File: src/rtl/core/sdcf_pkg.sv
// Shared types, constants and the CRC7 byte update for the SD command frame builder.
`timescale 1ns / 1ps
`default_nettype none
package sdcf_pkg;

  localparam int unsigned FRAME_BYTES = 6;
  localparam int unsigned CNT_W       = $clog2(FRAME_BYTES + 1);
  localparam int unsigned FRAME_W     = FRAME_BYTES * 8;
  localparam logic [6:0]  CRC7_TAPS   = 7'h09;  // x^7 + x^3 + 1
  localparam logic [6:0]  CRC7_INIT   = 7'h00;
  localparam logic        END_BIT     = 1'b1;

  typedef struct packed {
    logic clear;
    logic update;
  } crc_ctl_t;

  // Eight serial CRC7 steps, msb of the byte first.
  function automatic logic [6:0] crc7_byte(input logic [6:0] crc_in, input logic [7:0] data);
    logic [6:0] crc;
    logic       fb;
    crc = crc_in;
    for (int i = 7; i >= 0; i--) begin
      fb  = crc[6] ^ data[i];
      crc = {crc[5:0], 1'b0};
      if (fb) begin
        crc = crc ^ CRC7_TAPS;
      end
    end
    return crc;
  endfunction

endpackage
`default_nettype wire

File: src/rtl/core/sd_command_frame_crc7.sv
// SD SPI command frame builder: six frame bytes per command, optional CRC7 check byte.
//
//  channel | handshake            | payload
//  --------+----------------------+---------------------------------------------
//  in      | start / busy         | in_command_byte, in_argument, in_preset_check
//  out     | out_valid (strobe)   | out_frame_byte, out_frame_last
//  cfg     | cfg_valid/cfg_ready  | cfg_data (crc_enable)
//
// One frame byte per cycle; the byte counter sets the rate.
// A new command is taken at the edge that loads the previous check byte into the output register.
// After start is taken, the first byte moves from the shift register into the output register.
// The CRC is built one byte a cycle as the first five bytes go out.
// Synchronous active-low reset clears the counter, strobe and crc_enable.
// The receiver cannot stall; busy is high while more than one byte is pending.
`timescale 1ns / 1ps
`default_nettype none
module sd_command_frame_crc7
  import sdcf_pkg::*;
(
  input  wire logic        clk,
  input  wire logic        rst_n,
  input  wire logic        start,
  output logic             busy,
  input  wire logic [7:0]  in_command_byte,
  input  wire logic [31:0] in_argument,
  input  wire logic [7:0]  in_preset_check,
  output logic             out_valid,
  output logic [7:0]       out_frame_byte,
  output logic             out_frame_last,
  input  wire logic        cfg_valid,
  output logic             cfg_ready,
  input  wire logic        cfg_data
);

  logic [FRAME_W-1:0] sr_r, sr_nxt;
  logic [CNT_W-1:0]   cnt_r, cnt_nxt;
  logic               crc_enable_r;
  logic               out_valid_r;
  logic [7:0]         out_frame_byte_r, out_frame_byte_nxt;
  logic               out_frame_last_r;
  logic               accept;
  logic               emit;
  logic               on_check;
  logic [6:0]         crc;
  crc_ctl_t           crc_ctl;

  assign busy      = (cnt_r > CNT_W'(1));
  assign accept    = start && !busy;
  assign emit      = (cnt_r != '0);
  assign on_check  = (cnt_r == CNT_W'(1));
  assign cfg_ready = 1'b1;

  always_comb begin
    out_frame_byte_nxt = sr_r[FRAME_W-1 -: 8];
    if (on_check && crc_enable_r) begin
      out_frame_byte_nxt = {crc, END_BIT};
    end
    crc_ctl.clear  = accept;
    crc_ctl.update = emit && !on_check;
    sr_nxt  = sr_r;
    cnt_nxt = cnt_r;
    if (accept) begin
      sr_nxt  = {in_command_byte, in_argument, in_preset_check};
      cnt_nxt = CNT_W'(FRAME_BYTES);
    end else if (emit) begin
      sr_nxt  = {sr_r[FRAME_W-9:0], 8'h00};
      cnt_nxt = cnt_r - CNT_W'(1);
    end
  end

  sdcf_crc7 u_crc (
    .clk     (clk),
    .ctl     (crc_ctl),
    .data_in (sr_r[FRAME_W-1 -: 8]),
    .crc     (crc)
  );

  always_ff @(posedge clk) begin
    if (!rst_n) begin
      cnt_r        <= '0;
      out_valid_r  <= 1'b0;
      crc_enable_r <= 1'b0;
    end else begin
      cnt_r       <= cnt_nxt;
      out_valid_r <= emit;
      if (cfg_valid && cfg_ready) begin
        crc_enable_r <= cfg_data;
      end
    end
    sr_r             <= sr_nxt;
    out_frame_byte_r <= out_frame_byte_nxt;
    out_frame_last_r <= on_check;
  end

  assign out_valid      = out_valid_r;
  assign out_frame_byte = out_frame_byte_r;
  assign out_frame_last = out_frame_last_r && out_valid_r;

`ifndef SYNTHESIS
  a_cnt_range: assert property (@(posedge clk) disable iff (!rst_n)
    cnt_r <= CNT_W'(FRAME_BYTES))
    else $error("byte counter out of range");

  a_accept_loads: assert property (@(posedge clk) disable iff (!rst_n)
    accept |=> cnt_r == CNT_W'(FRAME_BYTES))
    else $error("accepted command did not load six bytes");

  a_strobe_follows: assert property (@(posedge clk) disable iff (!rst_n)
    emit |=> out_valid)
    else $error("pending byte not strobed");

  a_last_from_check: assert property (@(posedge clk) disable iff (!rst_n)
    on_check |=> out_frame_last)
    else $error("check byte not marked last");

  a_no_accept_midframe: assert property (@(posedge clk) disable iff (!rst_n)
    (cnt_r > CNT_W'(1)) |-> !accept)
    else $error("command taken mid-frame");
`endif

endmodule
`default_nettype wire

File: src/rtl/core/sdcf_crc7.sv
// Running CRC7 over the first five frame bytes as they leave the shift register.
`timescale 1ns / 1ps
`default_nettype none
module sdcf_crc7
  import sdcf_pkg::*;
(
  input  wire logic       clk,
  input  wire crc_ctl_t   ctl,
  input  wire logic [7:0] data_in,
  output logic      [6:0] crc
);

  logic [6:0] crc_r;
  logic [6:0] crc_nxt;

  always_comb begin
    crc_nxt = crc_r;
    if (ctl.clear) begin
      crc_nxt = CRC7_INIT;
    end else if (ctl.update) begin
      crc_nxt = crc7_byte(crc_r, data_in);
    end
  end

  always_ff @(posedge clk) begin
    crc_r <= crc_nxt;
  end

  assign crc = crc_r;

endmodule
`default_nettype wire

File: config.mk
export PLATFORM = sky130hd
export DESIGN_NAME = sd_command_frame_crc7
export DESIGN_NICKNAME = d
export VERILOG_FILES = /design/src/rtl/core/sdcf_pkg.sv /design/src/rtl/core/sd_command_frame_crc7.sv /design/src/rtl/core/sdcf_crc7.sv
export SDC_FILE = /design/constraint.sdc
export NUM_CORES = 1
export LEC_CHECK = 0
export ABC_AREA = 1
export ABC_CLOCK_PERIOD_IN_PS = 2300
export BUFFER_PORTS_ARGS = -buffer_cell sky130_fd_sc_hd__buf_2
export CAP_MARGIN = 25
export CORE_UTILIZATION = 45
export DETAILED_ROUTE_END_ITERATION = 16
export GPL_TIMING_DRIVEN = 1
export PLACE_DENSITY = 0.81
export SYNTH_ARGS = -nofsm -noshare
export SYNTH_HDL_FRONTEND = slang
export SYNTH_SLANG_ARGS = --single-unit
File: constraint.sdc
create_clock -name clk -period 2.3 [get_ports clk]
set_input_delay 0 -clock clk [delete_from_list [all_inputs] [get_ports clk]]
set_output_delay 0 -clock clk [all_outputs]
set_load 0.1 [all_outputs]
==> metrics.yaml, run 1 <==
route:
  totalWireLength_mm: 6.59
  avgViaCountPerCell: 4.57
  first_pass_iters: 5
  vias: 2677
  drt_iter0_markers: 165
  wl_per_cell_um: 11.2
  antenna_left: 0
  drc_errors: 0
clock_network:
  clkTransAtPathRegs_ns: 0.07
  clock-sinks: 69
  cts_tree: "done"
  cts-root-buf: "clkbuf_8"
  h-tree-depth: 3
  clock_path_buffers: 2
  worstSkewPairLatency_ns: 0.34
  numCtsBuffers: 9
pwr:
  pwr_density_cell_nw_per_um2: 1530
  max-vdd-ir-drop_v: 0.000744
  power_leakage_nw: 2.15
outcome:
  outcome: "finished clean"
global_route:
  overflow: 0
  grt_max_degree: 49
  grt_pass1_wl_mm: 10.7
  antenna_found_initial: 0
  track_usage_pct: 18.9
  grt_pass1_vias: 2591
synth:
  ys_ff_latch: 69
  synth_nets: 424
  ys_seq_area_share_pct: 58.1
  ys_warn_count: 0
  syn-cell-area_um2: 3210
  synthDistinctLibCells: 23
  syn_avg_cell_area_um2: 8.69
  syn_inst: 369
final_layout:
  num-fill-cells: 579
  layout-drive-gt1-share_pct: 20.6
  antennaDiodeCount: 0
  final_util_pct: 62.7
  nets: 540
  syn2layout_area_growth_pct: 33.6
  design_area_um2: 4280
  multi_input_area_um2: 1110
  final_common_cell: "nand2_1"
  final_cell_mix: "nand2_1, buf_2, dlygate4sd3_1"
  ff_latch_area_um2: 1860
setup_path:
  critPathKind: "flop to flop"
  required_ns: 2.52
  crit_fanout: 7
  start_kind: "flop"
  arrival_ns: 1.81
  endpoint_kind: "flop"
timing:
  drv_slew: 0
  rsz0062_at_grt: "false"
  final.min_clock_period_ns: 1.59
  finalCritPeriodShare_pct: 69.0
  fin_skew_ns: 0.00602
  hold_viol: 0
  fin_setup_tns_ns: 0
  setup_violations: 0
  fmax_ghz: 0.630
  timing.hold.ws_ns: 0.133
die:
  rows: 30
  die_area_um2: 7460
  die_h_um: 86.4
  fp.coreArea_um2: 6830
  io_pins: 65
  die_width_um: 86.4
  start_util_pct: 46.9
place:
  place_congestion: 0.792
  io_buffers: 63
  detailedPlacementHpwl_mm: 3.95
  placed_cell_area_um2: 3580
worst_hold_path:
  hold_class: "input pin to flop"
flow_run:
  drv_cap: 0
through the flow:
stage | power, W | setup WS (ns) | cells
6_report | 0.00654 | 0.712 | 586
5_1_grt | 0.00700 | 0.531 | 586
4_1_cts | 0.00656 | 0.726 | 586
3_5_place_dp | 0.00554 | 0.730 | 519
3_3_place_gp | 0.00541 | 0.786 | 519
2_1_floorplan | 0.00499 | 0.0209 | 369
registers in the layout (all words and copies together) (netlist names):
name	flops
u_crc.crc	7
out_frame_last_r	1
crc_enable_r	1
out_frame_byte	8
cnt_r	3
sr_r	48
out_valid	1
timing repair:
action | 4_1_cts | 5_1_grt
gates resized for setup | 0 | 0
hold buffers | 51 | 0
setup buffers | 0 | 0
hold endpoints to repair | 53 | 0
power breakdown:
| part | internal [W] | total (W) | switching, W |
|---|---|---|---|
| Clock | 0.000492 | 0.000937 | 0.000445 |
| Sequential | 0.00223 | 0.00250 | 0.000265 |
| Combinational | 0.000870 | 0.00311 | 0.00224 |
| Total | 0.00360 | 0.00654 | 0.00295 |
logic make-up after synthesis:
group / Yosys count / synth area share, %
flip-flops: 69 / 58.1
adder cells (fa/ha/maj): 2 / 0.781
buffers and inverters: 48 / 7.42
other: 1 / 0.117
multiplexers: 1 / 0.312
AO/OA/AOI/OAI: 20 / 4.61
AND/OR/NAND/NOR: 228 / 28.7
final cells by class:
cell class | count | area share (%)
Inverter | 37 | 3.48
Timing Repair Buffer | 116 | 19.9
Multi-Input combinational cell | 252 | 25.9
Tap cell | 96 | 2.80
Sequential cell | 69 | 43.5
Clock buffer | 9 | 2.89
Clock inverter | 7 | 1.55
worst paths after layout:
kind / slack, ns / cells after the start / start / end
worst max-delay path: 0.71 / 6 / cnt_r[0] / cnt_r[1]
worst min-delay path: 0.13 / 3 / start / cnt_r[2]
worst max register to register: 0.71 / 6 / cnt_r[0] / cnt_r[1]
worst min register to register: 0.53 / 2 / sr_r[38] / sr_r[46]
cell usage after synthesis, drive strengths merged:
cell type | n | area share (%)
or2 | 1 | 0.20
o21ai | 11 | 2.5
conb | 1 | 0.12
nor2 | 17 | 2.7
ha | 2 | 0.78
inv | 37 | 4.6
nand2 | 198 | 24
buf | 11 | 2.8
dfxtp | 21 | 13
nand3 | 12 | 1.9
a21oi | 8 | 1.8
edfxtp | 48 | 45
a211oi | 1 | 0.23
mux2i | 1 | 0.31
critical path: stages, from the launching register on:
cell     delay [ns]
dfxtp_1        0.35
nor2_1         0.16
ha_1           0.42
or2_1          0.21
nor2_1         0.06
mux2i_1        0.17
a21oi_1        0.10
metal layers:
metal	wire length, µm	global-route usage, %
met2	3530	34.6
met1	2640	19.8
met3	375	6.76
met4	40	6.97
met5	0	0
Power figures use the tool's default switching activity.
==> inputs of run 2 (changes only) <==
--- a/config.mk
+++ b/config.mk
@@ -5,14 +5,14 @@
 export SDC_FILE = /design/constraint.sdc
 export NUM_CORES = 1
 export LEC_CHECK = 0
-export ABC_AREA = 1
-export ABC_CLOCK_PERIOD_IN_PS = 2300
+export ABC_AREA = 0
+export ABC_CLOCK_PERIOD_IN_PS = 1500
 export BUFFER_PORTS_ARGS = -buffer_cell sky130_fd_sc_hd__buf_2
 export CAP_MARGIN = 25
 export CORE_UTILIZATION = 45
 export DETAILED_ROUTE_END_ITERATION = 16
 export GPL_TIMING_DRIVEN = 1
-export PLACE_DENSITY = 0.81
+export PLACE_DENSITY = 0.79
 export SYNTH_ARGS = -nofsm -noshare
 export SYNTH_HDL_FRONTEND = slang
 export SYNTH_SLANG_ARGS = --single-unit
==> constraint.sdc (replaced) <==
create_clock -name clk -period 1.5 [get_ports clk]
set_input_delay 0 -clock clk [delete_from_list [all_inputs] [get_ports clk]]
set_output_delay 0 -clock clk [all_outputs]
set_load 0.1 [all_outputs]
==> run 2 against run 1 <==
Clock power grew 91%. Maximum frequency grew 9.9%. Clock skew grew 0.0055 ns. First-iteration DRC count shrank 36%. Non-clock buffer count grew 8. Design area shrank 2.2%. Register-to-register slack lost 0.66 ns. Critical endpoint is now sr_r[39]. Largest power group unchanged. Highest routed layer unchanged.
==> metrics.yaml, run 2 <==
synth:
  synth-main-ff-cell: "edfxtp_1"
  yosysTopAreaCell: "edfxtp_1"
  ys_ff_latch: 69
  ys_warn_count: 0
  synth_edf_count: 48
  ys_seq_area_share_pct: 63.8
  syn-cell-area_um2: 2920
  syn_inst: 278
  yosysMostFrequentCell: "nand2_1"
  async_flop_share_pct: 0
  syn_avg_cell_area_um2: 10.5
  synthTopCellsByArea: "edfxtp_1, nand2_1, dfxtp_1"
  ys_top_cells_by_count: "nand2_1, edfxtp_1, dfxtp_1, and3_1"
  yosys.area.top_type_share_pct: 49.4
  synth_nets: 333
  synthDistinctLibCells: 29
place:
  detailedPlacementHpwl_mm: 3.69
  placed_cell_area_um2: 3390
  io_buffers: 63
  place_congestion: 0.785
  dp_worst_setup_slack_ns: -0.0103
clock_network:
  numCtsBuffers: 9
  clock_path_buffers: 2
  clkTransAtPathRegs_ns: 0.08
  h-tree-depth: 3
  cts_tree: "done"
  worstSkewPairLatency_ns: 0.35
  clock-sinks: 69
  cts-root-buf: "clkbuf_8"
die:
  io_pins: 65
  rows: 28
  die_width_um: 82.5
  fp.coreArea_um2: 6100
  die_area_um2: 6810
  start_util_pct: 47.9
  die_h_um: 82.5
final_layout:
  top_register: "sr_r"
  num-fill-cells: 467
  final_common_cell: "nand2_1"
  final_util_pct: 68.7
  antennaDiodeCount: 0
  nets: 453
  layout-drive-gt1-share_pct: 26.8
  largest_reg_flops: 48
  design_area_um2: 4190
  syn2layout_area_growth_pct: 43.6
  final_cell_mix: "nand2_1, buf_2, dlygate4sd3_1"
timing:
  setup_slack_ns: 0.0551
  drv_slew: 0
  fin_skew_ns: 0.0115
  finalCritPeriodShare_pct: 96.3
  timing.hold.ws_ns: 0.128
  final.min_clock_period_ns: 1.44
  fmax_ghz: 0.692
  setup_violations: 0
  fin_setup_tns_ns: 0
  hold_viol: 0
pwr:
  pwr_density_cell_nw_per_um2: 2340
  max-vdd-ir-drop_v: 0.00209
  power_leakage_nw: 1.94
setup_path:
  crit_fanout: 48
  endpoint_kind: "flop"
  start_kind: "flop"
  required_ns: 1.52
  critPathKind: "flop to flop"
  arrival_ns: 1.46
route:
  first_pass_iters: 4
  wl_per_cell_um: 13.2
  drt_iter0_markers: 105
  totalWireLength_mm: 6.33
  drc_errors: 0
  avgViaCountPerCell: 4.76
  vias: 2273
  antenna_left: 0
global_route:
  track_usage_pct: 20.1
  grt_pass1_vias: 2249
  grt_max_degree: 49
  grt_pass1_wl_mm: 9.88
  antenna_found_initial: 0
  overflow: 0
outcome:
  outcome: "finished clean"
flow_run:
  drv_cap: 0
worst_hold_path:
  hold_class: "input pin to flop"
## run 2: what timing repair did
action / 4_1_cts / 5_1_grt
gates resized for setup: 2 / 10
hold buffers: 51 / 0
buffers inserted: 0 / 1
endpoints found under the hold margin: 53 / 0
setup endpoints to repair: 52 / 82
pin swaps: 0 / 2
## run 2: logic make-up (layout without fill, tap and decap cells)
kind of cell	Yosys count	count (layout)	synth area share (%)
and+or+nand+nor	148	148	20.5
adders and majority gates	2	2	0.857
buffers and inverters	20	145	3.13
other	1	1	0.129
muxes	9	9	3.39
xor gates and xnor gates	16	16	5.53
DFF	69	69	63.8
AOI/OAI and AO/OA	13	13	2.66
## run 2: power breakdown
part	switching, W	internal [W]	leakage (nW)	total (W)
logic	0.00275	0.00154	1.15	0.00428
clock network	0.000688	0.00110	0.118	0.00179
registers	0.000389	0.00334	0.673	0.00373
## run 2: worst paths after layout
path,from,cells after the start,slack (ns),endpoint
worst min register to register,sr_r[40],1,0.51,out_frame_byte[0]
worst max-delay path,cnt_r[1],4,0.06,sr_r[39]
worst max register to register,cnt_r[1],4,0.06,sr_r[39]
worst min-delay path,start,2,0.13,sr_r[1]
## run 2: area by class of cell
| class | count | area [µm²] | share of cell area, % |
|---|---|---|---|
| Sequential cell | 69 | 1870 | 44.6 |
| Multi-Input combinational cell | 189 | 1020 | 24.3 |
| Timing Repair Buffer | 124 | 952 | 22.7 |
| Clock buffer | 10 | 128 | 3.05 |
| Clock inverter | 6 | 111 | 2.66 |
| Tap cell | 75 | 93.8 | 2.24 |
| Inverter | 5 | 18.8 | 0.448 |
## run 2: stage by stage
stage | instances | total power, W
2_1_floorplan | 278 | 0.00688
3_3_place_gp | 410 | 0.00761
3_5_place_dp | 410 | 0.00777
4_1_cts | 477 | 0.00972
5_1_grt | 478 | 0.0104
6_report | 478 | 0.00980
## run 2: layer usage
layer	up-vias	share of wire (%)	global-route usage, %
met1	1040	41	21.5
met4	0	1.1	6.03
met5	-	0	0
li1	1155	-	-
met2	69	53	37.2
met3	9	5.3	7.03
## run 2: critical path: stages, from the launching register on
cell,delay (ns)
dfxtp_4,0.36
or2_4,0.26
inv_2,0.06
ha_4,0.18
nand2_8,0.23
==> inputs of run 3 (changes only) <==
--- a/config.mk
+++ b/config.mk
@@ -13,6 +13,7 @@
 export DETAILED_ROUTE_END_ITERATION = 16
 export GPL_TIMING_DRIVEN = 1
 export PLACE_DENSITY = 0.79
+export SETUP_SLACK_MARGIN = 0.15
 export SYNTH_ARGS = -nofsm -noshare
 export SYNTH_HDL_FRONTEND = slang
 export SYNTH_SLANG_ARGS = --single-unit
==> run 3 against run 2 <==
Design area up 5.8%. Utilization is 4.0 points higher. Global-route usage is 0.14 points higher. Hold slack better by 0.047 ns. Flip-flop and latch count did not move. Register-to-register slack got worse by 0.02 ns. Clock-buffer cell count grew 4. Via count increased by 6.6%. Clock skew down 0.0014 ns. Wire length grew 19%. Combinational power increased by 28%. Clock power shrank 20%.
==> metrics.yaml, run 3 (synthesis results as in run 2) <==
setup_path:
  endpoint_kind: "flop"
  reg2reg_from: "cnt_r[1]"
  crit_start: "cnt_r[1]"
  cp_cell_sequence: "or2_4 -> inv_2 -> ha_4 -> a21oi_4 -> buf_12 -> a211o_1 -> nand2_1"
  critPathKind: "flop to flop"
  arrival_ns: 1.74
  cp_top_family: "flip-flops"
  required_ns: 1.78
  cp.buffers_inverters: 2
  critPathMaxStageDelay_ns: 0.36
  cp_slowest_cell: "dfxtp_4"
  crit_fanout: 7
  start_kind: "flop"
die:
  die_width_um: 82.5
  rows: 28
  die_h_um: 82.5
  fp.coreArea_um2: 6100
  start_util_pct: 47.9
  io_pins: 65
  die_area_um2: 6810
clock_network:
  cts-root-buf: "clkbuf_8"
  clock-sinks: 69
  worstSkewPairLatency_ns: 0.34
  clock_path_buffers: 2
  h-tree-depth: 3
  cts_tree: "done"
  numCtsBuffers: 9
  clkTransAtPathRegs_ns: 0.07
global_route:
  antenna_found_initial: 0
  grt_pass1_wl_mm: 9.89
  track_usage_pct: 20.3
  overflow: 0
  grt_pass1_vias: 2254
  grt_max_degree: 49
final_layout:
  largest_reg_flops: 48
  layout-drive-gt1-share_pct: 30.7
  num-fill-cells: 419
  design_area_um2: 4430
  top_register: "sr_r"
  syn2layout_area_growth_pct: 51.9
  final_common_cell: "nand2_1"
  final_cell_mix: "nand2_1, buf_2, dlygate4sd3_1"
  antennaDiodeCount: 0
  nets: 470
pwr:
  max-vdd-ir-drop_v: 0.00222
  power_leakage_nw: 2.05
  pwr_density_cell_nw_per_um2: 2410
  switchingPower_w: 0.00438
  power_frac_comb_pct: 51.4
  power_frac_seq_pct: 35.2
  p_total_w: 0.0107
  pwr-share-clk_pct: 13.4
  p_sw_share_pct: 41.1
  p_int_w: 0.00629
route:
  vias: 2422
  drc_errors: 0
  drt_iter0_markers: 151
  wl_per_cell_um: 15.2
  totalWireLength_mm: 7.50
  avgViaCountPerCell: 4.89
  antenna_left: 0
  first_pass_iters: 4
worst_hold_path:
  hp-start: "start"
  hold_class: "input pin to flop"
timing:
  setup_slack_ns: 0.0394
  timing.hold.ws_ns: 0.175
  rsz0062_at_grt: "true"
  final.min_clock_period_ns: 1.46
  hold_viol: 0
  finalCritPeriodShare_pct: 97.4
  fin_skew_ns: 0.0101
  fmax_ghz: 0.685
  setup_violations: 0
  drv_slew: 0
place:
  place_congestion: 0.831
  placed_cell_area_um2: 3400
  dp_worst_setup_slack_ns: 0.0302
  io_buffers: 63
  detailedPlacementHpwl_mm: 3.65
outcome:
  outcome: "finished clean"
flow_run:
  drv_cap: 0
## run 3: final cells by class
type	count	area, µm²	share of cell area (%)
Timing Repair Buffer	137	1120	25.2
Inverter	5	18.8	0.423
Multi-Input combinational cell	193	1150	26.1
Sequential cell	69	1870	42.2
Clock buffer	14	143	3.22
Clock inverter	2	35.0	0.791
Tap cell	75	93.8	2.12
## run 3: per-stage QoR
stage / instances / setup TNS [ns] / util [%]
floorplan: 278 / 0 / -
global placement: 411 / 0 / 55.8
detailed placement: 411 / 0 / 55.8
CTS: 480 / 0 / 67.8
global route: 495 / -0.0125 / 72.7
finish: 495 / 0 / 72.7
## run 3: power groups by stage
stage,registers (W),logic (W),clock network (W)
floorplan,0.00456,0.00239,0
global placement,0.00369,0.00397,0
detailed placement,0.00374,0.00407,0
CTS,0.00371,0.00437,0.00143
global route,0.00384,0.00583,0.00152
finish,0.00375,0.00549,0.00143
## run 3: repair_timing
action / CTS / global route
hold endpoints to repair: 52 / 0
resized for setup: 4 / 19
endpoints found under the setup margin: 96 / 99
pin swaps: 4 / 7
hold buffers: 51 / 0
cloned: 0 / 7
setup buffers: 2 / 8
## run 3: final timing paths
kind	end	slack (ns)	cells past startpoint
min reg2reg	sr_r[33]	0.51	2
min	sr_r[3]	0.18	2
max reg2reg	u_crc.crc[6]	0.04	7
max	u_crc.crc[6]	0.04	7
## run 3: worst register-to-register path, delay by kind of cell, from the launching register on
family                   cells  cell delay, ns
AO/OA/AOI/OAI                2            0.32
AND/OR/NAND/NOR              2            0.32
flip-flops                   1            0.36
adder cells (fa/ha/maj)      1            0.20
buffers and inverters        2            0.21
## run 3: layer usage
metal	GRT usage, %	routed length (µm)	vias up
li1	-	-	1189
met1	23.3	2990	1124
met2	35.1	3890	94
met3	5.05	496	15
met4	10.2	126	0
met5	0	0	-
